[src/hdl/lwfc_pkg.sv]
// shared types, constants and helpers for the window fill command generator
`default_nettype none

package lwfc_pkg;

  localparam logic [8:0] LIMIT_MAX = 9'd256;

  localparam logic [8:0] X_LIMIT_RST = 9'd128;
  localparam logic [8:0] Y_LIMIT_RST = 9'd160;
  localparam logic [7:0] COL_OFFSET_RST = 8'd0;
  localparam logic [7:0] ROW_OFFSET_RST = 8'd0;

  // configuration register indexes
  localparam logic [1:0] REG_X_LIMIT = 2'd0;
  localparam logic [1:0] REG_Y_LIMIT = 2'd1;
  localparam logic [1:0] REG_COL_OFFSET = 2'd2;
  localparam logic [1:0] REG_ROW_OFFSET = 2'd3;

  // draw opcodes
  localparam logic [1:0] OP_PIXEL = 2'd0;
  localparam logic [1:0] OP_HLINE = 2'd1;
  localparam logic [1:0] OP_VLINE = 2'd2;
  localparam logic [1:0] OP_RECT = 2'd3;

  // result kinds
  localparam logic [1:0] KIND_CMD = 2'd0;
  localparam logic [1:0] KIND_DATA = 2'd1;
  localparam logic [1:0] KIND_RUN = 2'd2;

  // panel command bytes
  localparam logic [7:0] CMD_COLUMN_SET = 8'h2A;
  localparam logic [7:0] CMD_ROW_SET = 8'h2B;
  localparam logic [7:0] CMD_MEM_WRITE = 8'h2C;
  localparam logic [7:0] FRAME_HIGH = 8'h00;

  typedef struct packed {
    logic [1:0]         opcode;
    logic signed [15:0] start_x;
    logic signed [15:0] start_y;
    logic [14:0]        width;
    logic [14:0]        height;
    logic [15:0]        color;
  } in_item_t;

  typedef struct packed {
    logic [1:0]  kind;
    logic [7:0]  byte_value;
    logic [15:0] run_color;
    logic [16:0] run_count;
    logic        last;
  } out_item_t;

  typedef struct packed {
    logic [8:0] x_limit;
    logic [8:0] y_limit;
    logic [7:0] column_offset;
    logic [7:0] row_offset;
  } cfg_t;

  // one request, window bytes already offset
  typedef struct packed {
    logic [7:0]  x0;
    logic [7:0]  x1;
    logic [7:0]  y0;
    logic [7:0]  y1;
    logic [15:0] color;
    logic [16:0] count;
  } job_t;

  function automatic logic [8:0] eff_limit(input logic [8:0] lim);
    eff_limit = (lim > LIMIT_MAX) ? LIMIT_MAX : lim;
  endfunction

  // clip size so that start + size stays within limit (start < limit)
  function automatic logic [8:0] clip_size(input logic [7:0] start, input logic [14:0] size,
                                           input logic [8:0] lim);
    logic [15:0] sum;
    sum = {8'd0, start} + {1'b0, size};
    if ((size != 15'd0) && (sum > {7'd0, lim})) begin
      clip_size = lim - {1'b0, start};
    end else begin
      clip_size = size[8:0];
    end
  endfunction

endpackage

`default_nettype wire

[src/hdl/lcd_window_fill_command_generator.sv]
// top level of the lcd address-window fill command generator
`default_nettype none

// channel | direction | handshake           | payload
// in_     | in        | in_push / in_full   | in_item (in_item_t)
// out_    | out       | out_pop / out_empty | out_item (out_item_t)
// cfg_    | in        | cfg_valid/cfg_ready | cfg_index, cfg_data
//
// a kept request gives twelve beats, one per cycle while out_pop holds high;
// the back-end beat sequencer sets the pace; a job leaves the queue with its run beat
// a dropped request is taken like any other and gives no beat
// a request passes the front register, the queue and the output register before its first beat
// rst_n is synchronous; it empties the pipeline and loads the register defaults
// a stalled output holds its beat; the front takes requests until the queue and front register are full

module lcd_window_fill_command_generator import lwfc_pkg::*; (
  input  logic      clk,
  input  logic      rst_n,
  input  logic      in_push,
  input  in_item_t  in_item,
  output logic      in_full,
  input  logic      out_pop,
  output logic      out_empty,
  output out_item_t out_item,
  input  logic      cfg_valid,
  output logic      cfg_ready,
  input  logic [1:0] cfg_index,
  input  logic [8:0] cfg_data
);

  cfg_t cfg_r;
  logic q_push;
  job_t q_wr_job;
  logic q_full;
  logic q_pop;
  job_t q_rd_job;
  logic q_empty;

  // the user must issue register writes only while idle; the block does not enforce this, so always ready
  assign cfg_ready = 1'b1;

  always_ff @(posedge clk) begin
    if (!rst_n) begin
      cfg_r.x_limit       <= X_LIMIT_RST;
      cfg_r.y_limit       <= Y_LIMIT_RST;
      cfg_r.column_offset <= COL_OFFSET_RST;
      cfg_r.row_offset    <= ROW_OFFSET_RST;
    end else if (cfg_valid) begin
      case (cfg_index)
        REG_X_LIMIT:    cfg_r.x_limit       <= cfg_data;
        REG_Y_LIMIT:    cfg_r.y_limit       <= cfg_data;
        REG_COL_OFFSET: cfg_r.column_offset <= cfg_data[7:0];
        REG_ROW_OFFSET: cfg_r.row_offset    <= cfg_data[7:0];
        default: ;
      endcase
    end
  end

  // front: drop check, clipping, window ends and pixel count
  lwfc_front u_front (
    .clk     (clk),
    .rst_n   (rst_n),
    .in_push (in_push),
    .in_item (in_item),
    .in_full (in_full),
    .cfg     (cfg_r),
    .q_full  (q_full),
    .q_push  (q_push),
    .q_job   (q_wr_job)
  );

  // decouples front and back so either can stall alone
  lwfc_queue u_queue (
    .clk    (clk),
    .rst_n  (rst_n),
    .push   (q_push),
    .wr_job (q_wr_job),
    .full   (q_full),
    .pop    (q_pop),
    .rd_job (q_rd_job),
    .empty  (q_empty)
  );

  // back: command, data and colour-run beats
  lwfc_back u_back (
    .clk       (clk),
    .rst_n     (rst_n),
    .q_empty   (q_empty),
    .q_job     (q_rd_job),
    .q_pop     (q_pop),
    .out_pop   (out_pop),
    .out_empty (out_empty),
    .out_item  (out_item)
  );

endmodule

`default_nettype wire

[src/hdl/lwfc_front.sv]
// front end: accepts requests, drops out-of-panel starts, clips and builds the job
`default_nettype none

module lwfc_front import lwfc_pkg::*; (
  input  logic     clk,
  input  logic     rst_n,
  input  logic     in_push,
  input  in_item_t in_item,
  output logic     in_full,
  input  cfg_t     cfg,
  input  logic     q_full,
  output logic     q_push,
  output job_t     q_job
);

  logic [8:0]  xl;
  logic [8:0]  yl;
  logic        drop;
  logic        accept;
  logic        take;

  logic        s1_valid_r;
  logic        s1_valid_nxt;
  logic [1:0]  s1_op_r;
  logic [7:0]  s1_x_r;
  logic [7:0]  s1_y_r;
  logic [8:0]  s1_w_r;
  logic [8:0]  s1_h_r;
  logic [15:0] s1_color_r;

  logic [16:0] product;
  logic [7:0]  x_end;
  logic [7:0]  y_end;
  logic [16:0] count;

  assign xl = eff_limit(cfg.x_limit);
  assign yl = eff_limit(cfg.y_limit);

  assign drop = in_item.start_x[15] | in_item.start_y[15] |
                (in_item.start_x >= $signed({7'd0, xl})) |
                (in_item.start_y >= $signed({7'd0, yl}));

  assign take    = s1_valid_r & ~q_full;
  assign in_full = s1_valid_r & q_full;
  assign accept  = in_push & ~in_full;

  always_comb begin
    s1_valid_nxt = s1_valid_r;
    if (take) begin
      s1_valid_nxt = 1'b0;
    end
    if (accept && !drop) begin
      s1_valid_nxt = 1'b1;
    end
  end

  always_ff @(posedge clk) begin
    if (!rst_n) begin
      s1_valid_r <= 1'b0;
    end else begin
      s1_valid_r <= s1_valid_nxt;
    end
  end

  always_ff @(posedge clk) begin
    if (accept && !drop) begin
      s1_op_r    <= in_item.opcode;
      s1_x_r     <= in_item.start_x[7:0];
      s1_y_r     <= in_item.start_y[7:0];
      s1_w_r     <= clip_size(in_item.start_x[7:0], in_item.width, xl);
      s1_h_r     <= clip_size(in_item.start_y[7:0], in_item.height, yl);
      s1_color_r <= in_item.color;
    end
  end

  // second half: window end and pixel count per opcode
  // clipped sizes are at most 256 each, so the product fits 17 bits
  assign product = {8'd0, s1_w_r} * {8'd0, s1_h_r};

  always_comb begin
    case (s1_op_r)
      OP_PIXEL: begin
        x_end = s1_x_r + 8'd1;
        y_end = s1_y_r + 8'd1;
        count = 17'd1;
      end
      OP_HLINE: begin
        x_end = s1_x_r + s1_w_r[7:0] - 8'd1;
        y_end = s1_y_r;
        count = {8'd0, s1_w_r};
      end
      OP_VLINE: begin
        x_end = s1_x_r;
        y_end = s1_y_r + s1_h_r[7:0] - 8'd1;
        count = {8'd0, s1_h_r};
      end
      default: begin
        x_end = s1_x_r + s1_w_r[7:0] - 8'd1;
        y_end = s1_y_r + s1_h_r[7:0] - 8'd1;
        count = product;
      end
    endcase
  end

  assign q_push      = take;
  assign q_job.x0    = s1_x_r + cfg.column_offset;
  assign q_job.x1    = x_end + cfg.column_offset;
  assign q_job.y0    = s1_y_r + cfg.row_offset;
  assign q_job.y1    = y_end + cfg.row_offset;
  assign q_job.color = s1_color_r;
  assign q_job.count = count;

endmodule

`default_nettype wire

[src/hdl/lwfc_queue.sv]
// two-entry job queue between front and back
`default_nettype none

module lwfc_queue import lwfc_pkg::*; (
  input  logic clk,
  input  logic rst_n,
  input  logic push,
  input  job_t wr_job,
  output logic full,
  input  logic pop,
  output job_t rd_job,
  output logic empty
);

  job_t       slot_r [2];
  logic       wr_ptr_r;
  logic       rd_ptr_r;
  logic [1:0] fill_r;
  logic       do_push;
  logic       do_pop;

  assign full    = (fill_r == 2'd2);
  assign empty   = (fill_r == 2'd0);
  assign do_push = push & ~full;
  assign do_pop  = pop & ~empty;
  assign rd_job  = slot_r[rd_ptr_r];

  always_ff @(posedge clk) begin
    if (!rst_n) begin
      wr_ptr_r <= 1'b0;
      rd_ptr_r <= 1'b0;
      fill_r   <= 2'd0;
    end else begin
      if (do_push) begin
        wr_ptr_r <= ~wr_ptr_r;
      end
      if (do_pop) begin
        rd_ptr_r <= ~rd_ptr_r;
      end
      if (do_push && !do_pop) begin
        fill_r <= fill_r + 2'd1;
      end else if (do_pop && !do_push) begin
        fill_r <= fill_r - 2'd1;
      end
    end
  end

  always_ff @(posedge clk) begin
    if (do_push) begin
      slot_r[wr_ptr_r] <= wr_job;
    end
  end

endmodule

`default_nettype wire

[src/hdl/lwfc_back.sv]
// back end: steps through the twelve beats of a job into the output register
`default_nettype none

module lwfc_back import lwfc_pkg::*; (
  input  logic      clk,
  input  logic      rst_n,
  input  logic      q_empty,
  input  job_t      q_job,
  output logic      q_pop,
  input  logic      out_pop,
  output logic      out_empty,
  output out_item_t out_item
);

  localparam logic [3:0] STEP_COL_CMD = 4'd0;
  localparam logic [3:0] STEP_X0      = 4'd2;
  localparam logic [3:0] STEP_X1      = 4'd4;
  localparam logic [3:0] STEP_ROW_CMD = 4'd5;
  localparam logic [3:0] STEP_Y0      = 4'd7;
  localparam logic [3:0] STEP_Y1      = 4'd9;
  localparam logic [3:0] STEP_MEM_CMD = 4'd10;
  localparam logic [3:0] STEP_RUN     = 4'd11;

  logic [3:0] step_r;
  logic [3:0] step_nxt;
  logic       out_valid_r;
  logic       out_valid_nxt;
  out_item_t  out_r;
  out_item_t  beat;
  logic       load;

  assign load      = ~q_empty & (~out_valid_r | out_pop);
  assign q_pop     = load & (step_r == STEP_RUN);
  assign out_empty = ~out_valid_r;
  assign out_item  = out_r;

  always_comb begin
    beat = '0;
    beat.kind = KIND_DATA;
    beat.byte_value = FRAME_HIGH;
    case (step_r)
      STEP_COL_CMD: begin
        beat.kind = KIND_CMD;
        beat.byte_value = CMD_COLUMN_SET;
      end
      STEP_X0: beat.byte_value = q_job.x0;
      STEP_X1: beat.byte_value = q_job.x1;
      STEP_ROW_CMD: begin
        beat.kind = KIND_CMD;
        beat.byte_value = CMD_ROW_SET;
      end
      STEP_Y0: beat.byte_value = q_job.y0;
      STEP_Y1: beat.byte_value = q_job.y1;
      STEP_MEM_CMD: begin
        beat.kind = KIND_CMD;
        beat.byte_value = CMD_MEM_WRITE;
      end
      STEP_RUN: begin
        beat.kind = KIND_RUN;
        beat.byte_value = 8'd0;
        beat.run_color = q_job.color;
        beat.run_count = q_job.count;
        beat.last = 1'b1;
      end
      default: ;
    endcase
  end

  always_comb begin
    step_nxt = step_r;
    if (load) begin
      step_nxt = (step_r == STEP_RUN) ? STEP_COL_CMD : step_r + 4'd1;
    end
    out_valid_nxt = out_valid_r;
    if (load) begin
      out_valid_nxt = 1'b1;
    end else if (out_pop) begin
      out_valid_nxt = 1'b0;
    end
  end

  always_ff @(posedge clk) begin
    if (!rst_n) begin
      step_r      <= STEP_COL_CMD;
      out_valid_r <= 1'b0;
    end else begin
      step_r      <= step_nxt;
      out_valid_r <= out_valid_nxt;
    end
  end

  always_ff @(posedge clk) begin
    if (load) begin
      out_r <= beat;
    end
  end

endmodule

`default_nettype wire
[config.mk]
export PLATFORM = sky130hd
export DESIGN_NAME = lcd_window_fill_command_generator
export DESIGN_NICKNAME = d
export VERILOG_FILES = /design/src/hdl/lwfc_pkg.sv /design/src/hdl/lcd_window_fill_command_generator.sv /design/src/hdl/lwfc_front.sv /design/src/hdl/lwfc_queue.sv /design/src/hdl/lwfc_back.sv
export SDC_FILE = /design/constraint.sdc
export NUM_CORES = 1
export LEC_CHECK = 0
export ABC_AREA = 1
export BUFFER_PORTS_ARGS = -buffer_cell sky130_fd_sc_hd__buf_2
export CORE_MARGIN = 5
export CORE_UTILIZATION = 45
export DETAILED_ROUTE_END_ITERATION = 12
export GPL_TIMING_DRIVEN = 0
export PLACE_DENSITY_LB_ADDON = 0.15
export SYNTH_ARGS = -nofsm -noshare
export SYNTH_HDL_FRONTEND = slang
export SYNTH_SLANG_ARGS = --single-unit
export TNS_END_PERCENT = 30
[constraint.sdc]
create_clock -name clk -period 6 [get_ports clk]
set_input_delay 0.9 -clock clk [delete_from_list [all_inputs] [get_ports clk]]
set_output_delay 0.9 -clock clk [all_outputs]
set_load 0.03 [all_outputs]
# --- Word-level counts from Yosys, hierarchy flattened ---
# Memories as Yosys holds them, arrays and structs flattened. A register that Yosys moved wholly into a read port is not among the register bits.
# Index checks and enable logic that the tools add are counted.
totals:
  ff_bits: 140
  latch_bits: 0
  mem_bits_rw: 130
  mem_bits_ro: 0
  in_bits: 96
  out_inout_bits: 47
  word_cells: 119
  n_memories: 1
op_classes:
  add_sub_neg: 17
  mul: 1
  div: 0
  magnitude_cmp: 6
  n_eq_ne: 13
  n_shift: 0
  mux: 21
  n_bitwise: 17
  n_reduce_logical: 22
memory_table:
  columns: ["memory", "words", "word_bits", "read_ports", "rd_clocked_by_memory_dff", "wr", "line_no", "text"]
  rows:
  - ["u_queue.slot_r", 2, 65, 1, 1, 1, "lwfc_queue.sv:15", "job_t slot_r [2];"]
op_table:
  columns: ["op", "n"]
  rows:
  - ["8-bit one-hot mux with 7 select lines", 1]
  - ["17-bit one-hot mux with 3 select lines", 1]
  - ["8-bit adder", 6]
  - ["9-bit 2-to-1 mux", 4]
  - ["8-bit by 15-bit adder with 16-bit output", 2]
  - ["16-bit by 10-bit greater-or-equal comparator with 1-bit output", 2]
  - ["16-bit by 9-bit > comparator with 1-bit output", 2]
  - ["8-bit one-hot mux with 2 select lines", 2]
  - ["15-bit nonzero test", 2]
  - ["9-bit > comparator (second input constant)", 2]
  - ["9-bit by 8-bit subtractor with 9-bit output", 2]
  - ["9-bit by 9-bit multiplier with 17-bit output", 1]
  - ["8-bit by 1-bit adder with 8-bit output (second input constant)", 2]
  - ["8-bit by 1-bit subtractor with 8-bit output (second input constant)", 2]
  - ["4-bit by 3-bit equality test with 1-bit output (second input constant)", 3]
  - ["4-bit equality test (second input constant)", 3]
  - ["1-bit 2-to-1 mux", 9]
  - ["2-bit equality test (second input constant)", 4]
  - ["2-bit AND reduction", 4]
  - ["1-bit AND", 7]
  - ["2-bit logical NOT", 3]
  - ["1-bit inverter", 6]
  - ["2-bit nonzero test", 3]
  - ["1-bit logical AND", 5]
  - ["other kinds (12)", 19]

# --- Longest topological paths before layout ---
# Gate-level depths: netlist (run 1).
depth:
  ltp_word: 8
  depth_mapped: 22
  mapped_depth_nobuf: 22

# --- Modules after synthesis ---
# A second synthesis (run 1) with hierarchy kept.
unflattened:
  hier_cells: 2112
  area_unflattened_um2: 18904.4
modules_own_cells:
  columns: ["module", "n_inst", "cells_each", "area_each_um2", "seq_area_each_um2"]
  rows:
  - ["lwfc_front", 1, 1421, 10049.6, 1581.5]
  - ["lwfc_queue", 1, 240, 5141.2, 4003.8]
  - ["lwfc_back", 1, 234, 2288.4, 1421.4]
  - ["lcd_window_fill_command_generator", 1, 217, 1425.1, 680.7]

# --- Worst setup path after synthesis (run 1) ---
# Ideal clock, no wire load.
synth_path:
  path_type: "input port to flip-flop"
  from: "input out_pop"
  to: "register u_queue.fill_r[1]"
  setup_time_ps: 122
  arrival_time_ps: 4628
  t_required_ps: 5878
  slack_ps: 1249
  stages: 10
  n_path_buf: 0
  cell_sequence: "nor2_1 > a21oi_1 > inv_1 > nor2_1 > inv_1 > ha_1 > a21oi_1 > o21ai_0 > o21ai_0 > a21oi_1"
synth_via:
  elab_chain_cells: 7
synth_rtl:
  columns: ["item", "line_no", "text"]
  rows:
  - ["from (decl)", "lcd_window_fill_command_generator.sv:22", "input logic out_pop,"]
  - ["1-bit bitwise OR (*)", "lwfc_back.sv:32", "assign load = ~q_empty & (~out_valid_r | out_pop);"]
  - ["1-bit AND (*)", "lwfc_back.sv:32", null]
  - ["named net u_back.load", "lwfc_back.sv:30", "logic load;"]
  - ["1-bit AND (*)", "lwfc_back.sv:33", "assign q_pop = load & (step_r == STEP_RUN);"]
  - ["1-bit AND (*)", "lwfc_queue.sv:25", "assign do_pop = pop & ~empty;"]
  - ["1-bit logical NOT", "lwfc_queue.sv:40", "if (do_push && !do_pop) begin"]
  - ["1-bit logical AND", "lwfc_queue.sv:40", null]
  - ["2-bit 2-to-1 mux or 2-bit nonzero test (tied branches)", null, null]
  - ["to (signal assigned)", "lwfc_queue.sv:41", "fill_r <= fill_r + 2'd1;"]
  - ["to (signal assigned)", "lwfc_queue.sv:43", "fill_r <= fill_r - 2'd1;"]
  - ["to (decl)", "lwfc_queue.sv:18", "logic [1:0] fill_r;"]
# Mark *: on every way through the listed nets, which the timed path passes. The rest lies on a longest branch.
# A chain may end at the register's enable or synchronous reset.

==> impl_metrics.json, run 1 <==
{
  "ys_warn_count": 0,
  "cp-end-kind": "flip-flop",
  "fp.dieW_um": 210,
  "port_buffers": 139,
  "status": "completed",
  "crit_fanout": 10,
  "synth_commonest_cells": "nand2_1, inv_1, edfxtp_1, ha_1, a21oi_1",
  "cts_buffers": 30,
  "antenna_found_initial": 0,
  "startpoint_type": "flip-flop",
  "timing.hold.worst_path_depth": 0,
  "cts_sinks": 270,
  "wl_um": 43500,
  "ys_ff_latch": 270,
  "min_to": "u_queue.slot_r[0][24]",
  "hold_path.class": "reg2reg",
  "synth_most_common_cell": "nand2_1",
  "hold_slack_ns": 0.444,
  "core.rowCount": 73,
  "maxCapViolCount": 0,
  "drt_iter0_markers": 810,
  "clockBufferDepth": 3,
  "max-vdd-ir-drop_uv": 152,
  "synth-adder-area-share_pct": 18.1,
  "rsz0062_at_grt": "no",
  "fin_crit_sh_pct": 83.4,
  "fin_util_pct": 51.9,
  "cts_resized": 0,
  "fmax_mhz": 200,
  "post-dp-hpwl_um": 34600,
  "synthCells": 2049,
  "worst_pin_slew_ns": 1.23,
  "synthArstFlopShare_pct": 0,
  "dpl.cell_count": 2719,
  "die_y_um": 210,
  "rr_startpoint": "u_front.s1_w_r[5]",
  "drt-vias-per-instance": 5.04,
  "synth-compound-area-share_pct": 9.62,
  "slew_violations": 0,
  "ff2ff_setup_slack_ns": 1.0,
  "synth_xor_area_share_pct": 3.22,
  "route.detailed.drc": 0,
  "design.core.area_mm2": 0.0396,
  "yosysUniqueCellTypes": 51,
  "clk_latency_ns": 0.58,
  "synth_edf_count": 225,
  "die_area_mm2": 0.0441,
  "leakagePower_nw": 9.67,
  "synth_top_family_by_area": "adder cells",
  "synth_area_leaders": "edfxtp_1, ha_1, nand2_1",
  "min-delay-start": "u_front.s1_color_r[7]",
  "cts_max_level": 1,
  "vias": 14000,
  "syn_to_final_growth_pct": 14.4,
  "pin_count": 143,
  "grtUsageTotal_pct": 19.5,
  "critPathKind": "reg2reg",
  "grt_first_pass_wirelength_um": 70300,
  "clk_pin_slew_ns": 0.06,
  "r2r_cells": 19,
  "synth_largest_area_cell": "edfxtp_1",
  "tritoncts": "built",
  "synth_mux_area_share_pct": 0,
  "wl_per_cell_um": 15.7,
  "critPathRequiredTime_ns": 6.40,
  "n_fill_cell": 3713,
  "hold_viol_final": 0,
  "cts_setup_buffers": 0,
  "max_slew_margin_pct": 17.6,
  "start_util_pct": 45.4,
  "dr.pass1.iters": 5,
  "synth_fp_nets": 2369,
  "drive_gt1_share_pct": 10.1,
  "total_power_mw": 4.52,
  "synthSimpleGateAreaFrac_pct": 17.7,
  "setup_viol": 0,
  "gp_congestion": 0.927,
  "overflow": 0,
  "syn-cell-area_mm2": 0.0180,
  "ctsHoldBuffers": 0,
  "timing.rr.end": "u_queue.slot_r[0][14]",
  "yosysSeqAreaShare_pct": 42.6,
  "layout_min_cycle_time_ns": 5.00,
  "clock-root-buffer": "clkbuf_16",
  "drt.antenna.violating_nets": 0,
  "grt_pass1_vias": 13600,
  "crit_arrival_ns": 5.41,
  "grt_start_max_net_pins": 37,
  "yosys_most_used_dff": "edfxtp_1",
  "final_cells": 2776,
  "synth_top_area_share_pct": 37.6,
  "avgSynthCellArea_um2": 8.77,
  "skew_ns": 0.0387,
  "power_density_mw_per_mm2": 220,
  "nets": 2546
}
-- how the worst max path moves through the flow --
| stage | endpoint | slack (ns) | startpoint | cells after the start |
|---|---|---|---|---|
| global placement | u_queue.fill_r[1] | -0.44 | out_pop | 11 |
| global route | u_queue.slot_r[0][14] | 0.56 | u_front.s1_w_r[5] | 19 |
| CTS | u_queue.slot_r[0][13] | 0.95 | u_front.s1_w_r[7] | 16 |
| finish | u_queue.slot_r[0][14] | 1.0 | u_front.s1_w_r[5] | 19 |
| floorplan | u_queue.fill_r[1] | 1.25 | out_pop | 10 |
| detailed placement | u_queue.slot_r[0][14] | 0.96 | u_front.s1_w_r[5] | 19 |
-- cell usage in the layout (no fill, tap or decap), types with 7 or more instances in the layout --
cell | Yosys | routed
a21oi_1 | 162 | 161
buf_2 | 2 | 141
bufinv_16 | 0 | 7
clkbuf_1 | 42 | 42
clkbuf_16 | 0 | 30
clkinv_1 | 6 | 10
dfxtp_1 | 45 | 45
edfxtp_1 | 225 | 225
fa_1 | 59 | 59
ha_1 | 165 | 165
inv_1 | 364 | 363
nand2_1 | 496 | 496
nand3_1 | 76 | 76
nand3b_1 | 7 | 7
nand4_1 | 17 | 17
nor2_1 | 106 | 104
nor3_1 | 18 | 18
nor4_1 | 15 | 15
o21ai_0 | 86 | 86
o21bai_1 | 10 | 10
o221ai_1 | 7 | 7
o22ai_1 | 8 | 8
xnor2_1 | 22 | 22
xor2_1 | 44 | 44
-- sequential cells by signal, summed over array words and instances, names as in the netlist, named ones only --
| name | count |
|---|---|
| u_queue.slot_r | 130 |
| u_back.out_item | 43 |
| cfg_r | 34 |
| u_front.s1_color_r | 16 |
| u_front.s1_h_r | 9 |
| u_front.s1_w_r | 9 |
| u_front.s1_x_r | 8 |
| u_front.s1_y_r | 8 |
| u_back.step_r | 4 |
| u_front.s1_op_r | 2 |
| u_queue.fill_r | 2 |
| u_back.out_valid_r | 1 |
| u_front.s1_valid_r | 1 |
| u_queue.rd_ptr_r | 1 |
| u_queue.wr_ptr_r | 1 |
-- routing by layer --
layer / global-route usage, % / share of wire, % / up-vias / routed length (um)
li1: - / - / 7077 / -
met1: 26.6 / 46 / 6493 / 19900
met2: 33.1 / 47 / 364 / 20600
met3: 2.77 / 5.0 / 55 / 2200
met4: 4.43 / 2.0 / 0 / 855
met5: 0 / 0 / - / 0
-- power breakdown --
| part | internal, mW | switching (mW) |
|---|---|---|
| logic | 0.182 | 0.293 |
| clock network | 1.23 | 0.772 |
| registers | 2.04 | 0.0119 |
| total | 3.45 | 1.08 |
-- final cells by class --
cell class,instances,area (um2),share of cell area [%]
clock buffer,30,751,3.65
tap,525,657,3.19
inverter,372,1400,6.79
timing repair buffer,145,816,3.96
antenna,1,2.50,0.0122
buffer,47,190,0.924
clock inverter,26,345,1.68
multi-input combinational,1360,8760,42.6
sequential,270,7660,37.2
-- per-stage QoR --
stage / setup WS, ns / setup TNS [ns] / instance area [um2]
floorplan: 1.25 / 0 / 18000
global placement: -0.440 / -0.689 / 19300
detailed placement: 0.963 / 0 / 19500
CTS: 0.946 / 0 / 20600
global route: 0.563 / 0 / 20600
finish: 0.997 / 0 / 20600
-- critical path: stages (launching register included) --
cell	delay, ns
edfxtp_1	0.43
clkbuf_1	0.53
nand2_1	0.17
fa_1	0.56
inv_1	0.05
fa_1	0.49
inv_1	0.05
fa_1	0.46
fa_1	0.54
inv_1	0.04
ha_1	0.34
a21oi_1	0.15
nand2_1	0.12
a31oi_1	0.24
o21ai_0	0.18
nand3_1	0.10
nand3_1	0.09
nand2_1	0.07
nand2_1	0.05
nor2_1	0.18
-- cells by family after synthesis --
logic type                 after synthesis
buffers and inverters                  419
xor gates and xnor gates                66
AOI/OAI and AO/OA                      312
and+or+nand+nor                        757
other                                    1
DFF                                    270
adders and majority gates              224
Note: power is estimated with default switching activity, not from simulation.
==> run 2, diff against run 1 <==
--- a/config.mk
+++ b/config.mk
@@ -5,7 +5,7 @@
 export SDC_FILE = /design/constraint.sdc
 export NUM_CORES = 1
 export LEC_CHECK = 0
-export ABC_AREA = 1
+export ABC_AREA = 0
 export BUFFER_PORTS_ARGS = -buffer_cell sky130_fd_sc_hd__buf_2
 export CORE_MARGIN = 5
 export CORE_UTILIZATION = 45
==> constraint.sdc (replaced) <==
create_clock -name clk -period 4.1 [get_ports clk]
set_input_delay 0.615 -clock clk [delete_from_list [all_inputs] [get_ports clk]]
set_output_delay 0.615 -clock clk [all_outputs]
set_load 0.03 [all_outputs]
==> run 2 against run 1 <==
  * The run now ends with setup timing left
  * Synthesized cell count decreased by 22%
  * Area after synthesis decreased by 3.6%
  * Clock skew decreased by 0.020 ns
  * Critical path depth decreased by 3
  * Core utilization increased by 2.4 points
  * Non-clock buffer count increased by 43
  * Via count decreased by 12%
  * Worst setup slack got worse by 1.4 ns
  * Critical path type unchanged
  * Critical endpoint is now u_queue.slot_r[0][16]
  * Largest cell class unchanged
==> impl_metrics.json, run 2 <==
{
  "gp_congestion": 0.882,
  "netSwitchingPower_mw": 1.44,
  "place_area_mm2": 0.0189,
  "fmax_mhz": 222,
  "antenna_found_initial": 3,
  "min-delay-start": "in_item[1]",
  "pin_count": 143,
  "overflow": 0,
  "grt_start_max_net_pins": 61,
  "clk_pin_slew_ns": 0.06,
  "cts_sinks": 270,
  "grt_pass1_vias": 12600,
  "fin_crit_sh_pct": 110,
  "pwr-share-comb_pct": 9.2,
  "final_cell_mix": "edfxtp_1, inv_1, ha_1, buf_2, nand2_1",
  "fin_ws_ns": -0.403,
  "wl_um": 41600,
  "top_register": "u_queue.slot_r",
  "vias": 12300,
  "synth_top_area_share_pct": 39.0,
  "critPathRequiredTime_ns": 4.48,
  "synth_area_leaders": "edfxtp_1, ha_1, fa_1",
  "crit_arrival_ns": 4.88,
  "cpPeakStageDelay_ns": 0.58,
  "drive_gt1_share_pct": 18.7,
  "fin_area_mm2": 0.0206,
  "p_int_mw": 4.96,
  "post-dp-hpwl_um": 31700,
  "ys_ff_latch": 270,
  "p_clk_share_pct": 44.3,
  "tritoncts": "built",
  "maxCapViolCount": 0,
  "min_to": "u_front.s1_color_r[1]",
  "n_fill_cell": 3335,
  "yosys_most_used_dff": "edfxtp_1",
  "synth_largest_area_cell": "edfxtp_1",
  "wl_per_cell_um": 17.6,
  "final_common_cell": "edfxtp_1",
  "violations": "setup timing",
  "synthArstFlopShare_pct": 0,
  "crit_chain": "nand2_2 > fa_1 > fa_1 > inv_2 > fa_1 > inv_1 > fa_1 > inv_2 > ha_4 > o21ai_4 > a21oi_4 > o211ai_1 > a21oi_2 > nor3_2 > or3_4 > a21oi_4",
  "r2r_cells": 16,
  "grtUsageTotal_pct": 19.9,
  "yosysSeqAreaShare_pct": 44.2,
  "pre_cts_ws_ns": -1.24,
  "ys_warn_count": 0,
  "worst_pin_slew_ns": 0.861,
  "timing.rr.end": "u_queue.slot_r[0][16]",
  "fin_util_pct": 54.3,
  "critPathKind": "reg2reg",
  "max_slew_margin_pct": 42.6,
  "slew_violations": 0,
  "die_area_mm2": 0.0425,
  "port_buffers": 140,
  "ctsHoldBuffers": 0,
  "start_util_pct": 45.8,
  "largest_reg_flops": 130,
  "rsz0062_at_grt": "yes",
  "synth_fp_nets": 1926,
  "nets": 2154,
  "cp-end-kind": "flip-flop",
  "slowest_stage": "edfxtp_1",
  "crit_fanout": 6,
  "hold_path.class": "in2reg",
  "yosysUniqueCellTypes": 70,
  "cp_common_cell": "fa_1",
  "timing.hold.worst_path_depth": 1,
  "setup_viol": 16,
  "syn_to_final_growth_pct": 18.7,
  "synth_most_common_cell": "edfxtp_1",
  "grt_first_pass_wirelength_um": 66600,
  "finalSetupTns_ns": -3.41,
  "hold_viol_final": 0,
  "power_density_mw_per_mm2": 311,
  "leakagePower_nw": 8.52,
  "synth_edf_count": 225,
  "clock-root-buffer": "clkbuf_16",
  "clk_latency_ns": 0.57,
  "final_cells": 2369,
  "avgSynthCellArea_um2": 10.8,
  "layout_min_cycle_time_ns": 4.50,
  "startpoint_type": "flip-flop",
  "multiInputGateArea_mm2": 0.00903,
  "p_seq_share_pct": 46.5,
  "dr.pass1.iters": 5,
  "dpl.cell_count": 2265,
  "synth_commonest_cells": "edfxtp_1, inv_1, ha_1, nand2_1, nor2_1",
  "p_sw_share_pct": 22.4,
  "status": "finished with violations",
  "design.core.area_mm2": 0.0378,
  "drt-vias-per-instance": 5.19,
  "die_y_um": 206,
  "clockBufferDepth": 3,
  "synthCells": 1606,
  "route.detailed.drc": 0,
  "fp.dieW_um": 206,
  "drt_iter0_markers": 585,
  "cts_max_level": 1,
  "skew_ns": 0.0191,
  "rr_startpoint": "u_front.s1_w_r[4]",
  "syn-cell-area_mm2": 0.0173,
  "drt.antenna.violating_nets": 0,
  "ff2ff_setup_slack_ns": -0.40,
  "seq_area_mm2": 0.00766,
  "cts_buffers": 29,
  "max-vdd-ir-drop_uv": 257,
  "core.rowCount": 71
}
-- run 2: cell types whose count changed after synthesis, sizes merged, moves of 33 or more --
cell   before  now
inv       366  197
o21ai      87   54
nand2     501  143
mux2i       0   84
nor2b       0   44
xnor2      22   63
a21oi     162   60
nand3      77   27
-- run 2: timing repair --
item / CTS / global route
buffers inserted: 48 / 7
endpoints found under the hold margin: 0 / 0
resized for setup: 54 / 21
endpoints found under the setup margin: 24 / 22
pin swaps: 50 / 11
-- run 2: how the worst max path moves through the flow --
stage / startpoint / endpoint / slack [ns] / depth (start not counted)
final: u_front.s1_w_r[4] / u_queue.slot_r[0][16] / -0.40 / 16
after global routing: u_front.s1_w_r[4] / u_queue.slot_r[1][16] / -0.54 / 15
after CTS: u_front.s1_w_r[7] / u_queue.slot_r[1][16] / -0.37 / 16
after detailed placement: u_front.s1_w_r[7] / u_queue.slot_r[0][16] / -1.24 / 17
after global placement: u_queue.fill_r[0] / u_queue.slot_r[0][13] / -1.57 / 3
after floorplan: u_front.s1_h_r[8] / u_queue.slot_r[0][16] / -0.33 / 17
-- run 2: cell families after synthesis --
group	share of synthesized area, %
muxes	5.91
AOI/OAI and AO/OA	9.60
DFF	44.2
xor gates and xnor gates	4.45
adders and majority gates	18.7
and+or+nand+nor	11.9
buffers and inverters	5.22
other	0.0216
-- run 2: per-layer routing --
| layer | GRT usage (%) | wire length (um) | up-vias |
|---|---|---|---|
| met5 | 0 | 0 | - |
| met4 | 5.28 | 1110 | 0 |
| met3 | 2.87 | 2150 | 65 |
| met2 | 33.9 | 19700 | 297 |
| met1 | 26.7 | 18700 | 5908 |
| li1 | - | - | 6032 |
-- run 2: power by group through the flow --
stage | clock, mW | sequential, mW | combinational, mW
after floorplan | 0 | 3.03 | 0.393
after global placement | 0 | 3.04 | 0.573
after CTS | 2.90 | 2.98 | 0.591
final | 2.83 | 2.98 | 0.587
after detailed placement | 0 | 3.04 | 0.585
after global routing | 3.02 | 2.98 | 0.659
-- run 2: area by class of cell --
cell class	count	area share [%]
antenna	1	0.0122
buffer	32	0.657
clock buffer	30	3.55
clock inverter	24	1.52
inverter	199	3.66
multi-input combinational	1099	43.9
sequential	270	37.2
tap	511	3.11
timing repair buffer	203	6.30
-- run 2: through the flow --
step,total power [mW],hold WS (ns)
CTS,6.47,0.199
detailed placement,3.62,0.433
floorplan,3.43,0.421
global placement,3.61,0.423
global route,6.66,0.195
finish,6.40,0.230
-- run 2: worst max-delay path: cells and delay by family (launching register included) --
family	cells	cell delay, ns
AOI/OAI and AO/OA	5	0.76
adders and majority gates	5	2.31
DFF	1	0.58
and+or+nand+nor	3	0.55
buffers and inverters	3	0.14
